## src/rtl/rhpc_pkg.sv

```systemverilog
// ---------------------------------------------------------------------------
// rhpc_pkg
// Shared types and constants for the rgb hue pixel classifier: the work item
// that travels down the divider chain, configuration set, class codes.
// ---------------------------------------------------------------------------
`default_nettype none

package rhpc_pkg;

  localparam int unsigned CHAN_W  = 8;
  localparam int unsigned HUE_W   = 9;
  localparam int unsigned QUO_W   = 6;   // sector fraction 0..60
  localparam int unsigned REM_W   = 14;  // diff * 60 fits below 2**14
  localparam int unsigned CLASS_W = 2;
  localparam int unsigned PADDR_W = 4;
  localparam int unsigned PDATA_W = 32;

  localparam logic [1:0] CLASS_GRAY        = 2'd0;
  localparam logic [1:0] CLASS_GLYPH       = 2'd1;
  localparam logic [1:0] CLASS_SPACING     = 2'd2;
  localparam logic [1:0] CLASS_UNSUPPORTED = 2'd3;

  localparam logic [1:0] REG_GRAY_SAT_LIMIT   = 2'd0;
  localparam logic [1:0] REG_COLOR_SAT_FLOOR  = 2'd1;
  localparam logic [1:0] REG_COLOR_BRT_FLOOR  = 2'd2;

  localparam logic [7:0] GRAY_SAT_LIMIT_RST  = 8'd64;
  localparam logic [7:0] COLOR_SAT_FLOOR_RST = 8'd128;
  localparam logic [7:0] COLOR_BRT_FLOOR_RST = 8'd128;

  localparam logic [8:0] SECTOR_BASE_BLUE_MIN  = 9'd60;
  localparam logic [8:0] SECTOR_BASE_RED_MIN   = 9'd180;
  localparam logic [8:0] SECTOR_BASE_GREEN_MIN = 9'd300;

  localparam logic [8:0] GLYPH_HUE_LOW    = 9'd30;
  localparam logic [8:0] GLYPH_HUE_HIGH   = 9'd330;
  localparam logic [8:0] SPACING_HUE_LOW  = 9'd210;
  localparam logic [8:0] SPACING_HUE_HIGH = 9'd270;

  typedef struct packed {
    logic [REM_W-1:0]  rem;
    logic [CHAN_W-1:0] dvs;
    logic [QUO_W-1:0]  quo;
    logic [HUE_W-1:0]  base;
    logic              neg;
    logic [CHAN_W-1:0] sat;
    logic [CHAN_W-1:0] bright;
  } work_t;

  typedef struct packed {
    logic [CHAN_W-1:0] gray_sat_limit;
    logic [CHAN_W-1:0] color_sat_floor;
    logic [CHAN_W-1:0] color_brt_floor;
  } cfg_t;

endpackage

`default_nettype wire

```

## src/rtl/rhpc_front.sv

```systemverilog
// ---------------------------------------------------------------------------
// rhpc_front
// Input stage: max, min, sector choice and the scaled numerator for the
// hue fraction divide.
// ---------------------------------------------------------------------------
`default_nettype none

module rhpc_front import rhpc_pkg::*; (
  input  wire logic              clk,
  input  wire logic              rst,
  input  wire logic              in_valid,
  input  wire logic [CHAN_W-1:0] red,
  input  wire logic [CHAN_W-1:0] green,
  input  wire logic [CHAN_W-1:0] blue,
  input  wire logic              down_hold,
  output logic                   hold,
  output logic                   valid,
  output work_t                  item
);

  logic [CHAN_W-1:0] mx, mn, d, opa, opb, diff;
  logic [HUE_W-1:0]  base;
  logic [REM_W-1:0]  num;
  work_t             item_next;

  always_comb begin
    mx = red;
    if (green > mx) mx = green;
    if (blue > mx) mx = blue;
    mn = red;
    if (green < mn) mn = green;
    if (blue < mn) mn = blue;
    d = mx - mn;

    // smallest channel tested blue first, then red
    priority if (mn == blue) begin
      base = SECTOR_BASE_BLUE_MIN;
      opa  = green;
      opb  = red;
    end else if (mn == red) begin
      base = SECTOR_BASE_RED_MIN;
      opa  = blue;
      opb  = green;
    end else begin
      base = SECTOR_BASE_GREEN_MIN;
      opa  = red;
      opb  = blue;
    end

    diff = (opa >= opb) ? (opa - opb) : (opb - opa);
    // diff * 60 as (diff << 6) - (diff << 2)
    num  = (REM_W'(diff) << 6) - (REM_W'(diff) << 2);

    item_next.rem    = num;
    item_next.dvs    = d;
    item_next.quo    = '0;
    item_next.base   = base;
    item_next.neg    = (opa < opb);
    item_next.sat    = d;
    item_next.bright = mx;
  end

  assign hold = valid & down_hold;

  always_ff @(posedge clk) begin
    if (rst) begin
      valid <= 1'b0;
    end else if (!hold) begin
      valid <= in_valid;
    end
  end

  always_ff @(posedge clk) begin
    if (!hold && in_valid) begin
      item <= item_next;
    end
  end

endmodule

`default_nettype wire

```

## src/rtl/rhpc_div_cell.sv

```systemverilog
// ---------------------------------------------------------------------------
// rhpc_div_cell
// One restoring-division cell: settles one quotient bit of the hue fraction
// and hands the item to the next cell.
// ---------------------------------------------------------------------------
`default_nettype none

module rhpc_div_cell import rhpc_pkg::*; #(
  parameter int unsigned SHIFT = 0
) (
  input  wire logic  clk,
  input  wire logic  rst,
  input  wire logic  up_valid,
  input  wire work_t up_item,
  input  wire logic  down_hold,
  output logic       hold,
  output logic       valid,
  output work_t      item
);

  logic [REM_W-1:0] dvs_sh;
  work_t            item_next;

  always_comb begin
    dvs_sh    = REM_W'(up_item.dvs) << SHIFT;
    item_next = up_item;
    // zero divisor only with zero numerator, hue forced to zero later
    if (up_item.rem >= dvs_sh) begin
      item_next.rem = up_item.rem - dvs_sh;
      item_next.quo = up_item.quo | (QUO_W'(1) << SHIFT);
    end
  end

  assign hold = valid & down_hold;

  always_ff @(posedge clk) begin
    if (rst) begin
      valid <= 1'b0;
    end else if (!hold) begin
      valid <= up_valid;
    end
  end

  always_ff @(posedge clk) begin
    if (!hold && up_valid) begin
      item <= item_next;
    end
  end

endmodule

`default_nettype wire

```

## src/rtl/rhpc_back.sv

```systemverilog
// ---------------------------------------------------------------------------
// rhpc_back
// Output stage: final hue from sector base and fraction, class decision,
// result register toward the output channel.
// ---------------------------------------------------------------------------
`default_nettype none

module rhpc_back import rhpc_pkg::*; (
  input  wire logic               clk,
  input  wire logic               rst,
  input  wire logic               up_valid,
  input  wire work_t              up_item,
  input  wire cfg_t               cfg,
  input  wire logic               out_stall,
  output logic                    hold,
  output logic                    out_valid,
  output logic [CLASS_W-1:0]      pixel_class,
  output logic [CHAN_W-1:0]       gray_level,
  output logic [HUE_W-1:0]        hue,
  output logic [CHAN_W-1:0]       saturation,
  output logic [CHAN_W-1:0]       brightness
);

  logic [HUE_W-1:0]   hue_next;
  logic [CLASS_W-1:0] class_next;
  logic [CHAN_W-1:0]  level_next;

  always_comb begin
    if (up_item.sat == '0) begin
      hue_next = '0;
    end else if (up_item.neg) begin
      hue_next = up_item.base - HUE_W'(up_item.quo);
    end else begin
      hue_next = up_item.base + HUE_W'(up_item.quo);
    end

    level_next = '0;
    priority if (up_item.sat < cfg.gray_sat_limit) begin
      class_next = CLASS_GRAY;
      level_next = up_item.bright;
    end else if (up_item.sat > cfg.color_sat_floor &&
                 up_item.bright > cfg.color_brt_floor) begin
      priority if (hue_next < GLYPH_HUE_LOW || hue_next >= GLYPH_HUE_HIGH) begin
        class_next = CLASS_GLYPH;
      end else if (hue_next > SPACING_HUE_LOW && hue_next <= SPACING_HUE_HIGH) begin
        class_next = CLASS_SPACING;
      end else begin
        class_next = CLASS_UNSUPPORTED;
      end
    end else begin
      class_next = CLASS_UNSUPPORTED;
    end
  end

  assign hold = out_valid & out_stall;

  always_ff @(posedge clk) begin
    if (rst) begin
      out_valid <= 1'b0;
    end else if (!hold) begin
      out_valid <= up_valid;
    end
  end

  always_ff @(posedge clk) begin
    if (!hold && up_valid) begin
      pixel_class <= class_next;
      gray_level  <= level_next;
      hue         <= hue_next;
      saturation  <= up_item.sat;
      brightness  <= up_item.bright;
    end
  end

endmodule

`default_nettype wire

```

## src/rtl/rgb_hue_pixel_classifier.sv

```systemverilog
// ---------------------------------------------------------------------------
// rgb_hue_pixel_classifier
// Integer HSV conversion and gray / marker classification of 8-bit pixels.
// ---------------------------------------------------------------------------
// Takes one pixel per clock while in_stall is low and returns one result per
// pixel, in order: one input stage for max, min and the scaled sector
// numerator, a chain of six restoring-divide cells that each settle one bit
// of the hue fraction, and one output stage that forms the hue and the class.
// Every stage holds its own valid bit, so bubbles close up while the output
// is stalled. Thresholds are set through the APB port at byte addresses 0,
// 4 and 8 and should be written only while no pixel is in flight.
`default_nettype none

module rgb_hue_pixel_classifier import rhpc_pkg::*; (
  input  wire logic               clk,
  input  wire logic               rst,
  input  wire logic               psel,
  input  wire logic               penable,
  input  wire logic               pwrite,
  input  wire logic [PADDR_W-1:0] paddr,
  input  wire logic [PDATA_W-1:0] pwdata,
  output logic      [PDATA_W-1:0] prdata,
  output logic                    pready,
  input  wire logic               in_valid,
  output logic                    in_stall,
  input  wire logic [CHAN_W-1:0]  red,
  input  wire logic [CHAN_W-1:0]  green,
  input  wire logic [CHAN_W-1:0]  blue,
  output logic                    out_valid,
  input  wire logic               out_stall,
  output logic [CLASS_W-1:0]      pixel_class,
  output logic [CHAN_W-1:0]       gray_level,
  output logic [HUE_W-1:0]        hue,
  output logic [CHAN_W-1:0]       saturation,
  output logic [CHAN_W-1:0]       brightness
);

  localparam int unsigned NCELL = QUO_W;

  cfg_t       cfg;
  logic [1:0] reg_idx;
  logic       wr_en;

  logic  chain_valid [NCELL+1];
  work_t chain_item  [NCELL+1];
  logic  chain_hold  [NCELL+2];

  // configuration registers
  assign pready  = 1'b1;
  assign reg_idx = paddr[3:2];
  assign wr_en   = psel & penable & pwrite & pready;

  always_ff @(posedge clk) begin
    if (rst) begin
      cfg.gray_sat_limit  <= GRAY_SAT_LIMIT_RST;
      cfg.color_sat_floor <= COLOR_SAT_FLOOR_RST;
      cfg.color_brt_floor <= COLOR_BRT_FLOOR_RST;
    end else if (wr_en) begin
      unique case (reg_idx)
        REG_GRAY_SAT_LIMIT:  cfg.gray_sat_limit  <= pwdata[CHAN_W-1:0];
        REG_COLOR_SAT_FLOOR: cfg.color_sat_floor <= pwdata[CHAN_W-1:0];
        REG_COLOR_BRT_FLOOR: cfg.color_brt_floor <= pwdata[CHAN_W-1:0];
        default: ;
      endcase
    end
  end

  always_comb begin
    unique case (reg_idx)
      REG_GRAY_SAT_LIMIT:  prdata = PDATA_W'(cfg.gray_sat_limit);
      REG_COLOR_SAT_FLOOR: prdata = PDATA_W'(cfg.color_sat_floor);
      REG_COLOR_BRT_FLOOR: prdata = PDATA_W'(cfg.color_brt_floor);
      default:             prdata = '0;
    endcase
  end

  // pixel pipeline
  rhpc_front u_front (
    .clk       (clk),
    .rst       (rst),
    .in_valid  (in_valid),
    .red       (red),
    .green     (green),
    .blue      (blue),
    .down_hold (chain_hold[1]),
    .hold      (chain_hold[0]),
    .valid     (chain_valid[0]),
    .item      (chain_item[0])
  );

  assign in_stall = chain_hold[0];

  // cell i settles quotient bit NCELL-1-i, most significant first
  for (genvar i = 0; i < NCELL; i++) begin : g_cell
    rhpc_div_cell #(
      .SHIFT (NCELL - 1 - i)
    ) u_cell (
      .clk       (clk),
      .rst       (rst),
      .up_valid  (chain_valid[i]),
      .up_item   (chain_item[i]),
      .down_hold (chain_hold[i+2]),
      .hold      (chain_hold[i+1]),
      .valid     (chain_valid[i+1]),
      .item      (chain_item[i+1])
    );
  end

  rhpc_back u_back (
    .clk         (clk),
    .rst         (rst),
    .up_valid    (chain_valid[NCELL]),
    .up_item     (chain_item[NCELL]),
    .cfg         (cfg),
    .out_stall   (out_stall),
    .hold        (chain_hold[NCELL+1]),
    .out_valid   (out_valid),
    .pixel_class (pixel_class),
    .gray_level  (gray_level),
    .hue         (hue),
    .saturation  (saturation),
    .brightness  (brightness)
  );

endmodule

`default_nettype wire
```

## config.mk

```make
export PLATFORM = sky130hd
export DESIGN_NAME = rgb_hue_pixel_classifier
export DESIGN_NICKNAME = d
export VERILOG_FILES = /design/src/rtl/rhpc_pkg.sv /design/src/rtl/rhpc_front.sv /design/src/rtl/rhpc_div_cell.sv /design/src/rtl/rhpc_back.sv /design/src/rtl/rgb_hue_pixel_classifier.sv
export SDC_FILE = /design/constraint.sdc
export NUM_CORES = 1
export LEC_CHECK = 0
export ABC_CLOCK_PERIOD_IN_PS = 8300
export BUFFER_PORTS_ARGS = -buffer_cell sky130_fd_sc_hd__buf_2
export CAP_MARGIN = 20
export CORE_MARGIN = 2
export CORE_UTILIZATION = 55
export CTS_CLUSTER_SIZE = 10
export DETAILED_ROUTE_END_ITERATION = 6
export HOLD_SLACK_MARGIN = 0.08
export PLACE_DENSITY = 0.77
export SLEW_MARGIN = 10
export SYNTH_ARGS = -nofsm -noshare
export SYNTH_HDL_FRONTEND = slang
export SYNTH_SLANG_ARGS = --single-unit
export TNS_END_PERCENT = 5
```

## constraint.sdc

```tcl
create_clock -name clk -period 8.3 [get_ports clk]
set_clock_uncertainty 0.1 [all_clocks]
set_input_delay 1.245 -clock clk [delete_from_list [all_inputs] [get_ports clk]]
set_output_delay 1.245 -clock clk [all_outputs]
set_load 0.05 [all_outputs]
```

==> flow_summary.toml, run 1 <==
[worst_setup_path]
cp.arrival_ns = 8.31
criticalPathCategory = "input pin to flip-flop"
reg2reg_to = "g_cell[2].u_cell.item[53]"
cp_slowest_cell = "a222oi_1"
critPathTopFamily = "compound AO/OA/AOI/OAI gates"
end_kind = "flip-flop"
rr_worst_depth = 12
crit_path_frequent_cell = "ha_4"
cp.buffers_inverters = 6
cpPeakStageDelay_ns = 0.41
critical_path_required_ns = 8.46
r2r_start = "g_cell[1].u_cell.item[33]"
worstPathMaxFanout = 7
r2r_slack_ns = 4.88
worst_setup_path_start_kind = "input pin"

[power]
p_per_area_mw_per_mm2 = 263.3
p_leak_nw = 8.015
power_w = 0.005147
peakVddDrop_mv = 0.1382

[detailed_routing]
wl_per_cell_um = 16.41
drc = 0
num_vias = 11130
drt_pass1_iterations = 6
drtAntennaViolNets = 0
wl_met3_um = 1279
viasPerCell = 5.493
drt-met1-wl_um = 12890
wl_met2_um = 17810
highest_layer = "met4"
drtIter0Drc = 658
routed_wl_um = 33240

[global_routing]
antenna_found_initial = 0
grt_usage_pct = 21.33
grt_max_degree = 40
grt_pass1_wl_um = 53390
grt_pass1_vias = 11120
overflow = 0

[cts]
cts-buffers-inserted = 36
clk_pin_slew_ns = 0.05
clock_latency_ns = 0.51
cts_buffer_depth = 3
cts_tree = "done"
ctsHoldBuffers = 0
cts.sinks = 308
root_buffer = "clkbuf_16"
htree_num_levels = 2

[placed_design]
place.gp.congestion = 0.9196
io_buffer_count = 85
dp.final_hpwl_um = 24420

[timing]
slew_headroom_pct = 30.09
worst_pin_slew_ns = 1.046
rsz0062_at_grt = "yes"
hold_violations = 0
min_period_over_period_pct = 98.23
clock.fmax_mhz = 122.6
finalCriticalPeriod_ns = 8.153
fin_setup_tns_ns = 0
slew_violations = 0
setup_viol = 0

[synth]
synthTopCellsByArea = "edfxtp_1, ha_1, mux2i_1"
ys.flop_type = "edfxtp_1"
yosys.area.top_type = "edfxtp_1"
ys_seq_area_share_pct = 54.04
synth_async_sr_flop_share_pct = 0
synth_edf_count = 276
ys_seq_elements = 308
synth.distinct_cells = 77
synth_common_cells = "edfxtp_1, inv_1, ha_1"
syn_area_per_cell_um2 = 11.80
netlist_area_mm2 = 0.01652
synth.most_common_cell = "edfxtp_1"
synth_top_cell_area_share_pct = 50.16
syn_inst = 1400
ys_warn_count = 0

[hold_path]
whs_path_depth = 0
hp-start = "u_front.item[16]"
hold_end = "g_cell[0].u_cell.item[16]"
hold_class = "flip-flop to flip-flop"

[floorplanning]
initial_core_util_pct = 55.75
boundaryPins = 137
die_y_um = 177.3
core_area_mm2 = 0.02964
die_area_mm2 = 0.03144
row_count = 63
dieWidth_um = 177.3

[run_status]
run_status = "finished clean"

[run]
maxCapViolCount = 0

[cells_and_area]
syn_to_final_growth_pct = 18.32
finalNetCount = 1817
diodes = 0
drive_gt1_share_pct = 20.29
## worst max-delay path by stage
stage,startpoint,end,slack [ns],cells after the start
after floorplan,red[1],u_front.item[51],-0.24,35
after global placement,red[6],u_front.item[52],-0.41,34
after detailed placement,red[6],u_front.item[52],-0.53,34
after CTS,red[6],u_front.item[52],0.02,34
after global routing,red[1],u_front.item[52],-0.24,36
final,red[1],u_front.item[51],0.15,35
## cells in the final DEF (no fill, tap or decap), drive strengths merged, types with 25 or more instances in the layout
cell	netlist	routed
ha	123	123
xor2	26	26
a21oi	94	94
conb	2	25
edfxtp	276	276
clkbuf	15	54
buf	36	208
o21ai	61	61
inv	143	145
nand2	52	52
mux2	32	32
nand2b	31	31
mux2i	77	77
xnor2	46	46
nand3	28	28
nor2	104	104
dfxtp	32	32
nor2b	29	29
## report_power, final
group	internal [W]	switching [W]	leakage (nW)	total, W
clock network	0.000814	0.000552	0.484	0.00137
logic	0.000890	0.000911	4.76	0.00180
registers	0.00191	0.0000727	2.77	0.00198
total	0.00361	0.00154	8.02	0.00515
## cell type report
type / instances / area, um2
inverter: 143 / 536.8
clock buffer: 53 / 985.9
clock inverter: 2 / 17.52
timing repair buffer: 209 / 1479
multi-input combinational: 921 / 7113
sequential: 308 / 8929
tap: 390 / 488.0
fill: 2144 / 10090
## worst reg2reg max path, cell delays in order (launching register included)
cell and delay, ns:
edfxtp_1 0.41, inv_1 0.08, ha_1 0.34, nor2b_1 0.14, o21ai_0 0.17, nand2b_1 0.14
a221oi_1 0.45, o21ai_0 0.19, nand2_1 0.11, nand3_1 0.47, nand3b_1 0.34, nor3_1 0.08
xor2_1 0.14
## cells by family after synthesis
group	Yosys count	share of synthesized area, %
AOI/OAI and AO/OA	256	9.671
xor gates and xnor gates	72	3.817
adders and majority gates	133	10.41
buffers and inverters	194	5.104
DFF	308	54.04
muxes	109	6.869
other	2	0.04545
and+or+nand+nor	326	10.05
## metal layers
layer / vias to the layer above / GRT usage (%)
li1: 5449 / -
met1: 5302 / 23.86
met2: 285 / 40.60
met3: 93 / 2.978
met4: 0 / 8.538
met5: - / 0
## state kept, by name (all words and copies together) (netlist names)
name / flops
u_back.brightness: 8
u_front.valid: 1
u_back.hue: 9
u_back.saturation: 8
g_cell.u_cell.item: 208
cfg: 24
u_back.pixel_class: 2
u_back.gray_level: 8
u_front.item: 33
u_back.out_valid: 1
g_cell.u_cell.valid: 6
## what timing repair did
item	in CTS	in global routing
gates resized for setup	1	24
buffers inserted	1	9
endpoints found under the setup margin	2	7
pin swaps	3	19
endpoints found under the hold margin	0	0
cloned	0	1
## stage by stage
step / utilization [%] / instance area (um2) / cells / hold slack, ns / setup slack (ns)
after global routing: 65.96 / 19550 / 2026 / 0.3244 / -0.2354
after CTS: 64.82 / 19210 / 2012 / 0.3161 / 0.01879
final: 65.96 / 19550 / 2026 / 0.3146 / 0.1466
after floorplan: - / 16700 / 1423 / 0.3003 / -0.2437
after global placement: 61.39 / 18200 / 1956 / 0.3003 / -0.4058
after detailed placement: 61.39 / 18200 / 1956 / 0.3045 / -0.5258
Power figures use the tool's default switching activity.
==> run 2, diff against run 1 <==
--- a/config.mk
+++ b/config.mk
@@ -8,12 +8,15 @@
 export ABC_CLOCK_PERIOD_IN_PS = 8300
 export BUFFER_PORTS_ARGS = -buffer_cell sky130_fd_sc_hd__buf_2
 export CAP_MARGIN = 20
+export CELL_PAD_IN_SITES_DETAIL_PLACEMENT = 1
+export CELL_PAD_IN_SITES_GLOBAL_PLACEMENT = 1
 export CORE_MARGIN = 2
-export CORE_UTILIZATION = 55
+export CORE_UTILIZATION = 44
 export CTS_CLUSTER_SIZE = 10
 export DETAILED_ROUTE_END_ITERATION = 6
 export HOLD_SLACK_MARGIN = 0.08
-export PLACE_DENSITY = 0.77
+export PLACE_DENSITY_LB_ADDON = 0.1
+export RECOVER_POWER = 25
 export SLEW_MARGIN = 10
 export SYNTH_ARGS = -nofsm -noshare
 export SYNTH_HDL_FRONTEND = slang
==> flow_summary.toml, run 2 (synthesis results as in run 1) <==
[run_status]
run_status = "finished clean"

[cells_and_area]
syn_to_final_growth_pct = 20.05
reg_top3 = "g_cell.u_cell.item: 208 flops, u_front.item: 33 flops, cfg: 24 flops"
mostFrequentLayoutCells = "edfxtp_1, inv_1, buf_4"
design_area_mm2 = 0.01983
largest_register_ffs = 208
drive_gt1_share_pct = 21.85
finalNetCount = 1820
diodes = 0
fillers = 3838
top_register = "g_cell.u_cell.item"
final_util_pct = 53.92
layout_commonest_cell = "edfxtp_1"

[cts]
cts_tree = "done"
clk_pin_slew_ns = 0.05
cts_buffer_depth = 3
cts-buffers-inserted = 37
clock_latency_ns = 0.52
root_buffer = "clkbuf_16"
htree_num_levels = 2
cts.sinks = 308

[placed_design]
io_buffer_count = 85
dp.final_hpwl_um = 28150
place.gp.congestion = 0.9458
dpl_cell_area_mm2 = 0.01829

[floorplanning]
initial_core_util_pct = 44.91
dieWidth_um = 197.8
row_count = 70
core_area_mm2 = 0.03679
die_area_mm2 = 0.03912
die_y_um = 197.8
boundaryPins = 137

[global_routing]
overflow = 0
grt_usage_pct = 18.76
grt_max_degree = 40
grt_pass1_vias = 11590
grt_pass1_wl_um = 58270
antenna_found_initial = 0

[hold_path]
hold_class = "flip-flop to flip-flop"

[power]
p_per_area_mw_per_mm2 = 264.8
p_leak_nw = 8.036
peakVddDrop_mv = 0.2605

[timing]
min_period_over_period_pct = 97.59
finalCriticalPeriod_ns = 8.100
worst_pin_slew_ns = 0.9923
hold-worst-slack_ns = 0.3092
slew_violations = 0
setup_viol = 0
hold_violations = 0
slew_headroom_pct = 33.71
clock.fmax_mhz = 123.5
rsz0062_at_grt = "yes"

[detailed_routing]
drt_pass1_iterations = 6
drtAntennaViolNets = 0
drtIter0Drc = 350
viasPerCell = 5.211
drc = 0
routed_wl_um = 36380
num_vias = 11000
wl_per_cell_um = 17.23

[worst_setup_path]
r2r_slack_ns = 4.93
critical_path_required_ns = 8.46
cpPeakStageDelay_ns = 0.39
end_kind = "flip-flop"
cp.buffers_inverters = 8
cp_slowest_cell = "fa_2"
worst_setup_path_start_kind = "input pin"
critPathTopFamily = "compound AO/OA/AOI/OAI gates"
worstPathMaxFanout = 7
criticalPathCategory = "input pin to flip-flop"
cp.arrival_ns = 8.26

[run]
maxCapViolCount = 0
-- run 2: worst paths after layout --
kind,start,end,cells after the start
worst min register to register,g_cell[2].u_cell.item[29],g_cell[3].u_cell.item[29],0
worst min-delay path,g_cell[2].u_cell.item[29],g_cell[3].u_cell.item[29],0
worst max register to register,g_cell[2].u_cell.item[34],g_cell[3].u_cell.item[53],12
worst max-delay path,red[6],u_front.item[51],38
-- run 2: cell type report --
type	instances	area (um2)	share of cell area [%]
Sequential cell	308	8929	45.02
Clock buffer	54	989.7	4.990
Timing Repair Buffer	211	1469	7.406
Tap cell	468	585.6	2.952
Inverter	143	536.8	2.706
Clock inverter	6	52.55	0.2650
Multi-Input combinational cell	921	7272	36.66
-- run 2: per-layer routing --
metal / part of all wire [%] / track usage [%] / vias up / routed length [um]
li1: - / - / 5452 / -
met1: 41 / 21.51 / 5336 / 14940
met2: 54 / 35.85 / 154 / 19510
met3: 2.7 / 2.436 / 58 / 977
met4: 2.6 / 6.182 / 0 / 950
met5: 0 / 0 / - / 0
-- run 2: power breakdown --
part | total [W] | switching [W] | internal (W)
sequential | 0.00198 | 0.0000736 | 0.00191
clock | 0.00140 | 0.000573 | 0.000824
combinational | 0.00188 | 0.000968 | 0.000907
-- run 2: repair_timing --
| action | CTS | global route |
|---|---|---|
| endpoints found under the setup margin | 4 | 6 |
| buffers inserted | 2 | 9 |
| hold buffers | 0 | 0 |
| pin swaps | 9 | 27 |
| gates resized for setup | 7 | 52 |
-- run 2: metrics by stage --
step	setup slack, ns	setup TNS [ns]	std cells	power (W)
finish	0.1997	0	2111	0.005252
global route	-0.1018	-0.3256	2111	0.005582
CTS	0.01769	0	2097	0.005217
detailed placement	-0.6771	-3.702	2035	0.003786
global placement	-0.5165	-2.693	2035	0.003722
floorplan	-0.2437	-0.9183	1423	0.003171
